### src/rtl/i2cs_pkg.sv
package i2cs_pkg;

    typedef enum logic [1:0] {
        REQ_OPEN = 2'd0,
        REQ_DONE = 2'd1,
        REQ_TX   = 2'd2
    } t_req;

    typedef enum logic [2:0] {
        ACT_NONE    = 3'd0,
        ACT_START   = 3'd1,
        ACT_SEND    = 3'd2,
        ACT_RX_ACK  = 3'd3,
        ACT_RX_NACK = 3'd4,
        ACT_STOP    = 3'd5
    } t_action;

    typedef enum logic [2:0] {
        ST_BUSYING  = 3'd0,
        ST_DONE     = 3'd1,
        ST_BUS_BUSY = 3'd2,
        ST_NACK     = 3'd3,
        ST_REJECT   = 3'd4
    } t_status;

    typedef enum logic [4:0] {
        PH_IDLE    = 5'b00001,
        PH_ADDR    = 5'b00010,
        PH_WAIT_TX = 5'b00100,
        PH_TX_SENT = 5'b01000,
        PH_RX      = 5'b10000
    } t_phase;

    // R/W bit appended to the slave address
    localparam logic RW_READ  = 1'b1;
    localparam logic RW_WRITE = 1'b0;

    typedef struct packed {
        logic [1:0] req_type;
        logic [6:0] slave_addr;
        logic       is_read;
        logic [7:0] byte_count;
        logic       bus_busy;
        logic       slave_acked;
        logic [7:0] rx_byte;
        logic [7:0] tx_byte;
    } t_req_item;

    typedef struct packed {
        t_action    act;
        logic [7:0] bus_byte;
        logic [7:0] read_data;
        logic       read_valid;
        t_status    status;
        logic       last;
    } t_result;

    // Results caused by one item: r1 only used when two is set
    typedef struct packed {
        t_result r0;
        t_result r1;
        logic    two;
    } t_pair;

endpackage

### src/rtl/i2cs_if.sv
interface i2cs_req_if;
    logic       valid;
    logic       ready;
    logic [1:0] req_type;
    logic [6:0] slave_addr;
    logic       is_read;
    logic [7:0] byte_count;
    logic       bus_busy;
    logic       slave_acked;
    logic [7:0] rx_byte;
    logic [7:0] tx_byte;

    modport source (
        output valid, req_type, slave_addr, is_read, byte_count, bus_busy,
               slave_acked, rx_byte, tx_byte,
        input  ready
    );
    modport sink (
        input  valid, req_type, slave_addr, is_read, byte_count, bus_busy,
               slave_acked, rx_byte, tx_byte,
        output ready
    );
endinterface

interface i2cs_res_if;
    logic       valid;
    logic       ready;
    logic [2:0] bus_action;
    logic [7:0] bus_byte;
    logic [7:0] read_data;
    logic       read_valid;
    logic [2:0] status;
    logic       last;

    modport source (
        output valid, bus_action, bus_byte, read_data, read_valid, status, last,
        input  ready
    );
    modport sink (
        input  valid, bus_action, bus_byte, read_data, read_valid, status, last,
        output ready
    );
endinterface

### src/rtl/i2cs_core.sv
module i2cs_core
    import i2cs_pkg::*;
#(
    parameter int COUNT_BITS = 8
) (
    input  logic      i_clk,
    input  logic      i_rst_n,
    input  logic      i_in_valid,
    input  t_req_item i_in,
    output logic      o_in_ready,
    input  logic      i_take,
    output logic      o_push,
    output t_pair     o_pair
);

    logic                  r_in_valid;
    t_req_item             r_in;
    t_phase                r_phase,      n_phase;
    logic                  r_reading,    n_reading;
    logic [COUNT_BITS-1:0] r_bytes_left, n_bytes_left;
    logic [COUNT_BITS-1:0] dec_left;
    logic                  accept;
    logic                  fire;
    t_req                  req;
    t_pair                 pair;

    localparam logic [COUNT_BITS-1:0] ONE = COUNT_BITS'(1);

    assign fire       = r_in_valid && i_take;
    assign o_in_ready = !r_in_valid || fire;
    assign accept     = i_in_valid && o_in_ready;
    assign req        = t_req'(r_in.req_type);
    assign dec_left   = r_bytes_left - ONE;

    always_ff @(posedge i_clk) begin
        if (!i_rst_n) begin
            r_in_valid <= 1'b0;
        end else if (accept) begin
            r_in_valid <= 1'b1;
        end else if (fire) begin
            r_in_valid <= 1'b0;
        end
        if (accept) begin
            r_in <= i_in;
        end
    end

    always_comb begin
        n_phase      = r_phase;
        n_reading    = r_reading;
        n_bytes_left = r_bytes_left;
        pair         = '0;
        pair.r0      = '{ACT_NONE, 8'd0, 8'd0, 1'b0, ST_REJECT, 1'b1};
        pair.r1      = '{ACT_NONE, 8'd0, 8'd0, 1'b0, ST_BUSYING, 1'b1};
        pair.two     = 1'b0;
        case (r_phase)
            PH_IDLE: begin
                if (req == REQ_OPEN) begin
                    if (r_in.bus_busy) begin
                        pair.r0.status = ST_BUS_BUSY;
                    end else begin
                        n_reading    = r_in.is_read;
                        n_bytes_left = COUNT_BITS'(r_in.byte_count);
                        n_phase      = PH_ADDR;
                        pair.r0      = '{ACT_START, 8'd0, 8'd0, 1'b0, ST_BUSYING, 1'b0};
                        pair.r1.act  = ACT_SEND;
                        pair.r1.bus_byte = {r_in.slave_addr,
                                            r_in.is_read ? RW_READ : RW_WRITE};
                        pair.two     = 1'b1;
                    end
                end
            end
            PH_ADDR, PH_TX_SENT: begin
                if (req == REQ_DONE) begin
                    pair.r0.status = ST_BUSYING;
                    if (!r_in.slave_acked) begin
                        n_phase        = PH_IDLE;
                        pair.r0.act    = ACT_STOP;
                        pair.r0.status = ST_NACK;
                    end else if (r_bytes_left == '0) begin
                        n_phase        = PH_IDLE;
                        pair.r0.act    = ACT_STOP;
                        pair.r0.status = ST_DONE;
                    end else if (r_phase == PH_ADDR && r_reading) begin
                        n_phase     = PH_RX;
                        pair.r0.act = (r_bytes_left > ONE) ? ACT_RX_ACK : ACT_RX_NACK;
                    end else begin
                        n_phase = PH_WAIT_TX;
                    end
                end
            end
            PH_WAIT_TX: begin
                if (req == REQ_TX) begin
                    n_bytes_left = dec_left;
                    n_phase      = PH_TX_SENT;
                    pair.r0      = '{ACT_SEND, r_in.tx_byte, 8'd0, 1'b0, ST_BUSYING, 1'b1};
                end
            end
            PH_RX: begin
                if (req == REQ_DONE) begin
                    // slave ack is meaningless here: the master drives it
                    n_bytes_left       = dec_left;
                    pair.r0.read_data  = r_in.rx_byte;
                    pair.r0.read_valid = 1'b1;
                    if (dec_left == '0) begin
                        n_phase        = PH_IDLE;
                        pair.r0.act    = ACT_STOP;
                        pair.r0.status = ST_DONE;
                    end else begin
                        pair.r0.act    = (dec_left > ONE) ? ACT_RX_ACK : ACT_RX_NACK;
                        pair.r0.status = ST_BUSYING;
                    end
                end
            end
            default: begin
                n_phase = r_phase;
            end
        endcase
    end

    always_ff @(posedge i_clk) begin
        if (!i_rst_n) begin
            r_phase      <= PH_IDLE;
            r_reading    <= 1'b0;
            r_bytes_left <= '0;
        end else if (fire) begin
            r_phase      <= n_phase;
            r_reading    <= n_reading;
            r_bytes_left <= n_bytes_left;
        end
    end

    assign o_push = fire;
    assign o_pair = pair;

    a_two_opens: assert property (@(posedge i_clk) disable iff (!i_rst_n)
        (fire && pair.two) |=> (r_phase == PH_ADDR))
        else $error("two-beat result without entering address phase");

    a_reject_holds: assert property (@(posedge i_clk) disable iff (!i_rst_n)
        (fire && pair.r0.status == ST_REJECT)
        |=> ($stable(r_phase) && $stable(r_reading) && $stable(r_bytes_left)))
        else $error("rejected item altered state");

    a_tx_count: assert property (@(posedge i_clk) disable iff (!i_rst_n)
        (fire && r_phase == PH_WAIT_TX && req == REQ_TX)
        |=> (r_bytes_left == $past(r_bytes_left) - ONE))
        else $error("write byte count not decremented");

    a_rx_valid: assert property (@(posedge i_clk) disable iff (!i_rst_n)
        (fire && pair.r0.read_valid) |-> ($past(r_reading) || r_reading))
        else $error("read data from a write transfer");

endmodule

### src/rtl/i2cs_out_buf.sv
module i2cs_out_buf
    import i2cs_pkg::*;
(
    input  logic  i_clk,
    input  logic  i_rst_n,
    input  logic  i_push,
    input  t_pair i_pair,
    output logic  o_take,
    output logic  o_valid,
    input  logic  i_ready,
    output t_result o_res
);

    t_pair       r_q [2];
    logic        r_wr_ptr;
    logic        r_rd_ptr;
    logic [1:0]  r_count;
    logic        r_sub;
    t_pair       head;
    logic        beat;
    logic        pop;

    assign head    = r_q[r_rd_ptr];
    assign o_valid = (r_count != 2'd0);
    assign o_res   = r_sub ? head.r1 : head.r0;
    assign beat    = o_valid && i_ready;
    // entry leaves after its final beat
    assign pop     = beat && (r_sub || !head.two);
    assign o_take  = (r_count != 2'd2) || pop;

    always_ff @(posedge i_clk) begin
        if (!i_rst_n) begin
            r_wr_ptr <= 1'b0;
            r_rd_ptr <= 1'b0;
            r_count  <= 2'd0;
            r_sub    <= 1'b0;
        end else begin
            if (i_push) begin
                r_wr_ptr <= ~r_wr_ptr;
            end
            if (pop) begin
                r_rd_ptr <= ~r_rd_ptr;
            end
            if (beat) begin
                r_sub <= !pop;
            end
            case ({i_push, pop})
                2'b10:   r_count <= r_count + 2'd1;
                2'b01:   r_count <= r_count - 2'd1;
                default: r_count <= r_count;
            endcase
        end
        if (i_push) begin
            r_q[r_wr_ptr] <= i_pair;
        end
    end

endmodule

### src/rtl/i2c_master_transfer_sequencer.sv
// Byte-level I2C master sequencer. Each request beat on i_req is registered, decoded
// against the transfer phase and its results queued for o_res. One request is accepted
// per clock while o_res keeps up; an open transfer on a free bus yields two result
// beats (START, then the address byte), and all other requests one. A request beat
// passes through the input register and then the result queue before its first result
// beat appears. A two-entry result queue decouples o_res back-pressure from request
// intake; a request out of place is answered with status rejected and leaves the
// transfer untouched. COUNT_BITS sets the width of the byte counter.
module i2c_master_transfer_sequencer
    import i2cs_pkg::*;
#(
    parameter int COUNT_BITS = 8
) (
    input  logic       i_clk,
    input  logic       i_rst_n,
    i2cs_req_if.sink   i_req,
    i2cs_res_if.source o_res
);

    t_req_item in_item;
    logic      take;
    logic      push;
    t_pair     pair;
    t_result   res;

    assign in_item = '{
        req_type:    i_req.req_type,
        slave_addr:  i_req.slave_addr,
        is_read:     i_req.is_read,
        byte_count:  i_req.byte_count,
        bus_busy:    i_req.bus_busy,
        slave_acked: i_req.slave_acked,
        rx_byte:     i_req.rx_byte,
        tx_byte:     i_req.tx_byte
    };

    i2cs_core #(
        .COUNT_BITS (COUNT_BITS)
    ) u_core (
        .i_clk      (i_clk),
        .i_rst_n    (i_rst_n),
        .i_in_valid (i_req.valid),
        .i_in       (in_item),
        .o_in_ready (i_req.ready),
        .i_take     (take),
        .o_push     (push),
        .o_pair     (pair)
    );

    i2cs_out_buf u_out_buf (
        .i_clk   (i_clk),
        .i_rst_n (i_rst_n),
        .i_push  (push),
        .i_pair  (pair),
        .o_take  (take),
        .o_valid (o_res.valid),
        .i_ready (o_res.ready),
        .o_res   (res)
    );

    assign o_res.bus_action = res.act;
    assign o_res.bus_byte   = res.bus_byte;
    assign o_res.read_data  = res.read_data;
    assign o_res.read_valid = res.read_valid;
    assign o_res.status     = res.status;
    assign o_res.last       = res.last;

endmodule

### src/flat_wrapper.sv
// flat-port wrapper written by rule: the top's interface ports become plain ports
module i2c_master_transfer_sequencer_flat import i2cs_pkg::*;
#(
    parameter int COUNT_BITS = 8
)
  (i_clk, i_rst_n, i_req_valid, i_req_req_type, i_req_slave_addr, i_req_is_read, i_req_byte_count, i_req_bus_busy, i_req_slave_acked, i_req_rx_byte, i_req_tx_byte, i_req_ready, o_res_valid, o_res_bus_action, o_res_bus_byte, o_res_read_data, o_res_read_valid, o_res_status, o_res_last, o_res_ready);
  i2cs_req_if i_req_i ();
  i2cs_res_if o_res_i ();
  input  logic i_clk;
  input  logic i_rst_n;
  input wire logic [$bits(i_req_i.valid)-1:0] i_req_valid;
  input wire logic [$bits(i_req_i.req_type)-1:0] i_req_req_type;
  input wire logic [$bits(i_req_i.slave_addr)-1:0] i_req_slave_addr;
  input wire logic [$bits(i_req_i.is_read)-1:0] i_req_is_read;
  input wire logic [$bits(i_req_i.byte_count)-1:0] i_req_byte_count;
  input wire logic [$bits(i_req_i.bus_busy)-1:0] i_req_bus_busy;
  input wire logic [$bits(i_req_i.slave_acked)-1:0] i_req_slave_acked;
  input wire logic [$bits(i_req_i.rx_byte)-1:0] i_req_rx_byte;
  input wire logic [$bits(i_req_i.tx_byte)-1:0] i_req_tx_byte;
  output wire logic [$bits(i_req_i.ready)-1:0] i_req_ready;
  output wire logic [$bits(o_res_i.valid)-1:0] o_res_valid;
  output wire logic [$bits(o_res_i.bus_action)-1:0] o_res_bus_action;
  output wire logic [$bits(o_res_i.bus_byte)-1:0] o_res_bus_byte;
  output wire logic [$bits(o_res_i.read_data)-1:0] o_res_read_data;
  output wire logic [$bits(o_res_i.read_valid)-1:0] o_res_read_valid;
  output wire logic [$bits(o_res_i.status)-1:0] o_res_status;
  output wire logic [$bits(o_res_i.last)-1:0] o_res_last;
  input wire logic [$bits(o_res_i.ready)-1:0] o_res_ready;
  assign i_req_i.valid = i_req_valid;
  assign i_req_i.req_type = i_req_req_type;
  assign i_req_i.slave_addr = i_req_slave_addr;
  assign i_req_i.is_read = i_req_is_read;
  assign i_req_i.byte_count = i_req_byte_count;
  assign i_req_i.bus_busy = i_req_bus_busy;
  assign i_req_i.slave_acked = i_req_slave_acked;
  assign i_req_i.rx_byte = i_req_rx_byte;
  assign i_req_i.tx_byte = i_req_tx_byte;
  assign i_req_ready = i_req_i.ready;
  assign o_res_valid = o_res_i.valid;
  assign o_res_bus_action = o_res_i.bus_action;
  assign o_res_bus_byte = o_res_i.bus_byte;
  assign o_res_read_data = o_res_i.read_data;
  assign o_res_read_valid = o_res_i.read_valid;
  assign o_res_status = o_res_i.status;
  assign o_res_last = o_res_i.last;
  assign o_res_i.ready = o_res_ready;
  i2c_master_transfer_sequencer #(.COUNT_BITS(COUNT_BITS)) u_core (.i_clk(i_clk), .i_rst_n(i_rst_n), .i_req(i_req_i), .o_res(o_res_i));
endmodule
### config.mk
export PLATFORM = sky130hd
export DESIGN_NAME = i2c_master_transfer_sequencer_flat
export DESIGN_NICKNAME = d
export VERILOG_FILES = /design/src/rtl/i2cs_pkg.sv /design/src/rtl/i2cs_if.sv /design/src/rtl/i2cs_core.sv /design/src/rtl/i2cs_out_buf.sv /design/src/rtl/i2c_master_transfer_sequencer.sv /design/src/flat_wrapper.sv
export SDC_FILE = /design/constraint.sdc
export NUM_CORES = 1
export LEC_CHECK = 0
export BUFFER_PORTS_ARGS = -buffer_cell sky130_fd_sc_hd__buf_2
export CORE_MARGIN = 1
export CORE_UTILIZATION = 40
export DETAILED_ROUTE_END_ITERATION = 16
export GPL_TIMING_DRIVEN = 0
export HOLD_SLACK_MARGIN = 0.08
export PLACE_DENSITY_LB_ADDON = 0.05
export REMOVE_ABC_BUFFERS = 1
export SLEW_MARGIN = 10
export SYNTH_ARGS = -nofsm -noshare
export SYNTH_HDL_FRONTEND = slang
export SYNTH_SLANG_ARGS = --single-unit
### constraint.sdc
create_clock -name i_clk -period 2.95 [get_ports i_clk]
set_input_delay 0.59 -clock i_clk [delete_from_list [all_inputs] [get_ports i_clk]]
set_output_delay 0.59 -clock i_clk [all_outputs]
set_load 0.005 [all_outputs]
-- Word-level counts from Yosys, hierarchy flattened
Memory sizes are Yosys's and may differ from the RTL's. A register that Yosys moved wholly into a read port is not among the register bits.
Cells that the tools add are included.
- reductions and logical operators: 23
- bitwise gates (word level): 3
- equality and inequality tests: 16
- add/sub/neg operators: 3
- order comparisons: 2
- multiplexer cells: 51
- operator list (operator ; count):
    5-bit 2-to-1 mux ; 9
    33-bit 2-to-1 mux ; 1
    8-bit 2-to-1 mux ; 4
    3-bit 2-to-1 mux ; 9
    9-bit one-hot mux with 3 select lines ; 1
    12-bit 2-to-1 mux ; 2
    24-bit 2-to-1 mux ; 1
    3-bit one-hot mux with 4 select lines ; 2
    8-bit one-hot mux with 3 select lines ; 1
    23-bit 2-to-1 mux ; 1
    5-bit one-hot mux with 4 select lines ; 1
    18-bit 2-to-1 mux ; 1
    8-bit by 1-bit > comparator with 1-bit output, second input constant ; 2
    8-bit logical NOT ; 2
    8-bit one-hot mux with 2 select lines ; 1
    2-bit != test, second input constant ; 7
    1-bit 2-to-1 mux ; 12
    11-bit 2-to-1 mux ; 1
    8-bit AND reduction ; 1
    8-bit by 1-bit subtractor with 8-bit output, second input constant ; 1
    6-bit AND reduction ; 1
    2-bit nonzero test ; 3
    5-bit by 1-bit equality test with 1-bit output, second input constant ; 1
    5-bit by 2-bit equality test with 1-bit output, second input constant ; 1
    19 further kinds ; 32
- bits in writable memories: 72
- memories: 1
- register bits after elaboration: 56
- logic and storage cells: 115
- input bits: 40
- memories (name ; words ; bits a word ; read ports ; clocked after Yosys merged registers in ; write ports ; line ; text):
    u_core.u_out_buf.r_q ; 2 ; 36 ; 1 ; 1 ; 1 ; i2cs_out_buf.sv:14 ; t_pair r_q [2];

-- Longest topological paths before layout
Gate-level depths: netlist of run 1.
- depth after elaboration: 8
- depth in mapped cells: 8

-- Cells and area by module
From an unflattened synthesis of run 1, not the netlist that was laid out.
- cell total of the unflattened synthesis: 432
- area, all modules: 6701.4 um^2
- by module, submodules not included (module ; area each (um^2) ; cells each ; seq. area each (um^2) ; times used):
    i2cs_out_buf ; 3888.7 ; 166 ; 3062.9 ; 1
    i2cs_core ; 2812.7 ; 266 ; 1381.3 ; 1

-- Worst setup path after synthesis of run 1
No wires, ideal clock.
- path kind: flip-flop to flip-flop
- from: reg with a tool-made name
- to: reg u_core.u_core.r_in[0] (netlist bit), enable pin
- setup time: 0.434 ns
- arrival: 2.746 ns
- slack: -0.229 ns
- data required time: 2.516 ns
- path buffers: 1
- cell stages (with the launch flop): 6
- clock period less this slack: 3.179 ns
- cells stage by stage: dfxtp_1 buf_6 mux2i_4 o211ai_1 and4b_1 nor2b_1
- RTL lines (element ; line ; text):
    to (signal assigned) ; i2cs_core.sv:44 ; r_in <= i_in;
    to (decl) ; i2cs_core.sv:17 ; t_req_item r_in;

==> metrics.md, run 1 <==
| Metric | Value |
|---|---|
| Status | finished clean |
| TritonCTS clock tree | built |
| Placed Instances | 629 |
| Clock Tree Buf Depth | 2 |
| Max cap viols | 0 |
| Tcrit/Tclk final | 0.913 |
| Fin Clk Skew | 0.0104 ns |
| Vias per cell | 5.24 |
| Fill cells | 1156 |
| HP Start | i_req_tx_byte[5] |
| Post-synthesis adder-cell area fraction | 0.0137 |
| Fin util | 0.502 |
| Placement Rows | 42 |
| Clk Latency, worst-skew pair | 0.41 ns |
| Slowest stage delay, CP | 0.47 ns |
| Pwr Density | 696 nW/um^2 |
| Die height | 119 microns |
| Min Tclk post-route | 2.69 ns |
| Slew Limit Headroom | 0.318 |
| R2R depth | 6 |
| Die ar. | 14200 sq um |
| Share of flip-flops with an asynchronous set or reset | 0 |
| R2R Setup Slk | 0.33 ns |
| Setup violators final | 0 |
| Most frequent cell after synthesis | edfxtp_1 |
| Yosys top cell area share | 0.559 |
| Layout cells sized above 1 | 0.264 |
| Worst r2r dst | u_core.u_core.req[1] |
| Number of synthesized flops with an enable pin | 102 |
| Leak | 2.45 nW |
| Clock root buffer | clkbuf_16 |
| Final WS setup | 0.257 ns |
| Crit end category | output port |
| Post-DP HPWL | 7390 microns |
| Area growth from synthesis to layout | 21.8% |
| Required @ worst endpoint | 2.36 ns |
| Total track usage | 0.171 |
| Max-slew violations | 0 |
| Antenna cell count | 0 |
| H-tree levels | 4 |
| CTS Sinks | 123 |
| DR pass1 iterations | 4 |
| Post-synth top flop | edfxtp_1 |
| WL/cell | 16.9 microns |
| Syn Inst Count | 405 |
| Critical-path cell list | buf_12, mux2i_4, o211ai_1, and4b_1, inv_1, buf_2 |
| Crit Path Max Fanout | 20 |
| Pin count of the biggest net entering global routing | 32 |
| CP arrival | 2.10 ns |
| Yosys top cell by area | edfxtp_1 |
| Placed cell area | 6050 sq um |
| GP Congestion | 0.774 |
| Die Span X | 119 microns |
| Crit path kind | reg -> out |
| Ranking of synthesized cells by area | edfxtp_1 56%, dfxtp_1 7.7%, mux2i_1 3.5% |
| Register bit total from synthesis | 123 |
| Hold Crit Class | in -> reg |
| Worst Hold Path EP | u_core.u_core.r_in[5] |
| Netlist cell types | 60 |
| Initial DRC count | 171 |
| Net count, final | 518 |
| I/O Buffers | 65 |
| DR vias | 3457 |
| Cell family with most CP delay | flip-flops |
| Sequential element share of the synthesized area | 0.636 |
| Ys Warns | 0 |
| Hold Path Depth | 1 |
| Post-synthesis mux area share | 0.0861 |
| Final wirelength | 11200 microns |
| Clk pin slew, worst setup/hold paths | 0.06 ns |
| Vias in the first global route | 3395 |
| Pre-CTS WS | -0.0706 ns |
| First-pass GRT wire length | 18000 microns |
| VDD IR max | 0.376 mV |
| Buf/Inv on CP | 3 |
| CP startpoint kind | flop |
| XOR/XNOR share of the synthesized area | 0.00799 |
| Achievable frequency | 371 MHz |
| RSZ-0062 raised after global routing | false |
| Final ANT Viol Nets | 0 |
| Final Non-Filler Cells | 660 |
| Num CTS Buffers | 17 |
| Initial antenna violation count | 0 |
| Compound-Gate Fraction of Synth Area | 0.0932 |
| Slowest CP cell | dfxtp_2 |
| Core area | 13300 sq um |
| Most common library cells after synthesis | 102 x edfxtp_1, 33 x nor2_1, 25 x and2_1, 25 x nand2_1, 21 x dfxtp_1 |
| Initial Util | 0.412 |
| Synthesized cell area | 5480 sq um |
| Fin. Hold Viols | 0 |
| I/O Pins | 66 |
| Mean post-synth cell area | 13.5 sq um |
| Simple-gate portion of the synthesized area | 0.137 |
| Grt ovf | 0 |
| Final instance area | 6670 sq um |
| DRC | 0 |
| Largest family of logic cells by synthesized area | simple AND/OR/NAND/NOR gates |
| Actual slew at the worst max-slew pin | 1.02 ns |
per-stage QoR:
| step | hold slack, ns | power (mW) | setup TNS [ns] |
|---|---|---|---|
| floorplan | 0.430 | 2.32 | -75.41 |
| global placement | 0.441 | 2.49 | -243.19 |
| detailed placement | 0.450 | 2.51 | -0.697 |
| CTS | 0.332 | 4.70 | 0 |
| global route | 0.333 | 4.82 | 0 |
| finish | 0.347 | 4.65 | 0 |
routing by layer:
metal  vias up  track usage  share of wire
li1       1672            -              -
met1      1696        0.215           0.46
met2        83        0.283           0.49
met3         6       0.0378          0.037
met4         0       0.0736          0.011
met5         -            0              0
placed cells by master (no fill, tap or decap), types with 9 or more instances in the layout:
cell type,synthesis,final
edfxtp_1,102,102
buf_2,6,66
nor2_1,33,31
nand2_1,25,25
and2_1,25,25
mux2i_1,19,19
dfxtp_1,21,19
clkbuf_16,0,17
o21ai_0,16,16
a21oi_1,13,13
and3_1,10,10
inv_1,9,9
cells by family (layout without fill, tap and decap cells):
logic type,count (synthesis),after routing
xor+xnor,5,5
simple gates,139,139
fa+ha+maj,6,6
mux,33,33
compound gates,68,68
flops,123,123
buf+inv,31,110
power by group:
| group | switching, mW | internal (mW) | leakage, nW |
|---|---|---|---|
| Sequential | 0.0583 | 1.97 | 1.12 |
| Clock | 0.763 | 1.41 | 0.297 |
| Combinational | 0.232 | 0.208 | 1.03 |
area by class of cell:
cell class | instances | area (sq um) | share of cell area
clock buffers | 17 | 425 | 0.0637
clock inverters | 14 | 196 | 0.0294
inverters | 9 | 33.8 | 0.00506
multi-input cells | 251 | 1880 | 0.282
flip-flops and latches | 123 | 3490 | 0.522
well taps | 176 | 220 | 0.0330
repair buffers | 70 | 433 | 0.0649
timing repair:
item | CTS | global route
resized for setup | 1 | 0
endpoints found under the setup margin | 22 | 0
hold buffers | 0 | 0
setup buffers | 0 | 0
state kept, by name, summed over array words and instances (netlist names), named ones only:
name,cells
u_core.u_core.r_bytes_left,8
u_core.u_core.r_in,34
u_core.u_core.r_in_valid,1
u_core.u_core.r_phase,5
u_core.u_core.r_reading,1
u_core.u_core.req,2
u_core.u_out_buf.r_count,2
u_core.u_out_buf.r_q,66
u_core.u_out_buf.r_rd_ptr,1
u_core.u_out_buf.r_sub,1
u_core.u_out_buf.r_wr_ptr,1
worst max path at each step:
stage	slack, ns	depth (start not counted)	start	to
after global routing	0.15	6	flop	i_req_ready
after detailed placement	-0.07	5	u_core.u_out_buf.r_sub	u_core.u_core.r_phase[0]
after floorplan	-1.02	4	flop	u_core.u_core.r_in[0]
after CTS	0.20	6	flop	i_req_ready
final	0.26	6	flop	i_req_ready
after global placement	-2.74	4	flop	u_core.u_core.r_in[3]
Note: power is estimated with default switching activity, not from simulation.
==> run 2: changes to the inputs <==
CORE_UTILIZATION = 45   (was 40)
==> metrics.md, run 2 (synthesized netlist as in run 1, its figures left out) <==
| Metric | Value |
|---|---|
| RSZ-0062 raised after global routing | false |
| TritonCTS clock tree | built |
| H-tree levels | 4 |
| Post-CTS Resized | 1 |
| Layout cells sized above 1 | 0.258 |
| Crit path kind | reg -> reg |
| Antenna cell count | 0 |
| CP arrival | 2.87 ns |
| I/O Pins | 66 |
| Vias per cell | 5.46 |
| Critical-path cell list | or3b_2, nor2_1, nor3_2, mux2_2, o31a_1 |
| Postcts setup bufs | 0 |
| Initial DRC count | 231 |
| Die Span X | 112 microns |
| Fill cells | 963 |
| Biggest regs | u_core.u_out_buf.r_q: 66 flops, u_core.u_core.r_in: 34 flops, u_core.u_core.r_bytes_left: 8 flops |
| Clock root buffer | clkbuf_16 |
| Final ANT Viol Nets | 0 |
| Placed Instances | 596 |
| Pre-CTS WS | -0.0601 ns |
| R2R Setup Slk | 0.38 ns |
| First-pass GRT wire length | 16800 microns |
| FF-to-FF Start | u_core.u_core.r_phase[0] |
| Internal cell power | 3.58 mW |
| Initial antenna violation count | 0 |
| DR vias | 3426 |
| I/O Buffers | 65 |
| Slowest CP cell | nor2_1 |
| DRC | 3 |
| Area growth from synthesis to layout | 20.6% |
| Grt ovf | 0 |
| Crit Path Max Fanout | 12 |
| Min Tclk post-route | 2.57 ns |
| Worst Setup SP | u_core.u_core.r_phase[0] |
| Commonest non-fill, non-tap cell in the layout | edfxtp_1 |
| Clk Latency, worst-skew pair | 0.41 ns |
| Status | complete, but fails checks |
| Max-slew violations | 0 |
| Total power | 4.59 mW |
| CTS Sinks | 123 |
| Setup violators final | 0 |
| Required @ worst endpoint | 3.25 ns |
| Fin Clk Skew | 0.00496 ns |
| Hold Crit Class | in -> reg |
| Final wirelength | 10700 microns |
| Final WS setup | 0.380 ns |
| Total track usage | 0.182 |
| GP Congestion | 0.796 |
| Clk pin slew, worst setup/hold paths | 0.06 ns |
| Initial Util | 0.470 |
| Largest Register | u_core.u_out_buf.r_q |
| Achievable frequency | 389 MHz |
| Final Non-Filler Cells | 628 |
| Max cap viols | 0 |
| Clock Tree Buf Depth | 2 |
| WL/cell | 17.1 microns |
| HP Start | i_req_slave_addr[5] |
| Fin. Hold Viols | 0 |
| Leak | 2.43 nW |
| Placement Rows | 39 |
| Pin count of the biggest net entering global routing | 32 |
| Die ar. | 12600 sq um |
| VDD IR max | 0.450 mV |
| Setup TNS | 0 ns |
| Slowest stage delay, CP | 0.65 ns |
| Net count, final | 518 |
| Vias in the first global route | 3238 |
| Num CTS Buffers | 17 |
| Core area | 11700 sq um |
| Reg power frac | 0.444 |
| CP startpoint kind | flop |
| Clock share of power | 0.462 |
| Slew Limit Headroom | 0.322 |
| Sw frac | 0.220 |
| Post-DP HPWL | 7090 microns |
| Pwr Density | 694 nW/um^2 |
| Die height | 112 microns |
| Crit end category | flop |
| Post-CTS Hold Fix Bufs | 0 |
| Commonest non-fill, non-tap cells in the layout | 102 x edfxtp_1, 65 x buf_2, 31 x nor2_1 |
| Actual slew at the worst max-slew pin | 1.01 ns |
| Net switching power | 1.01 mW |
| Logic pwr share | 0.094 |
| Tcrit/Tclk final | 0.871 |
| Failing checks | design-rule violations |
| Max reg flops | 66 |
| DR pass1 iterations | 10 |
[run 2: changes by cell type in the layout (fill, tap and decap cells not counted), sizes merged]
| cell | delta |
|---|---|
| inv | -1 |
| clkinvlp | +1 |
| clkbuf | +1 |
[run 2: worst max-delay path, delay by kind of cell (launching register included)]
| kind | cells | cell delay [ns] |
|---|---|---|
| DFF | 1 | 0.52 |
| AOI/OAI and AO/OA | 1 | 0.23 |
| and+or+nand+nor | 3 | 1.39 |
| muxes | 1 | 0.32 |
[run 2: power groups by stage]
| stage | combinational, mW | clock (mW) | sequential, mW |
|---|---|---|---|
| CTS | 0.437 | 2.16 | 2.04 |
| detailed placement | 0.435 | 0 | 2.07 |
| floorplan | 0.257 | 0 | 2.06 |
| finish | 0.431 | 2.12 | 2.03 |
| global route | 0.474 | 2.24 | 2.05 |
| global placement | 0.393 | 0 | 2.09 |
[run 2: final cells by class]
type	instances	area [sq um]	share of cell area
multi-input cells	251	1880	0.285
flip-flops and latches	123	3490	0.528
inverters	9	33.8	0.00512
well taps	143	179	0.0271
repair buffers	70	420	0.0637
clock inverters	14	176	0.0267
clock buffers	18	429	0.0650
[run 2: final timing paths]
kind	endpoint	cells after the start
max	u_core.u_core.r_phase[4]	5
min reg2reg	u_core.u_core.r_bytes_left[7]	2
min	u_core.u_core.r_in[32]	1
max reg2reg	u_core.u_core.r_phase[4]	5
[run 2: metal layers]
layer	wire, microns	GRT usage
met1	4860	0.223
met2	5420	0.299
met3	352	0.0475
met4	93	0.0916
met5	0	0
[run 2: through the flow]
step / instance area [sq um] / util / hold slack (ns)
floorplan: 5370 / - / 0.430
global placement: 5870 / 0.503 / 0.440
global route: 6600 / 0.566 / 0.326
detailed placement: 6000 / 0.514 / 0.455
finish: 6600 / 0.566 / 0.350
CTS: 6600 / 0.566 / 0.329
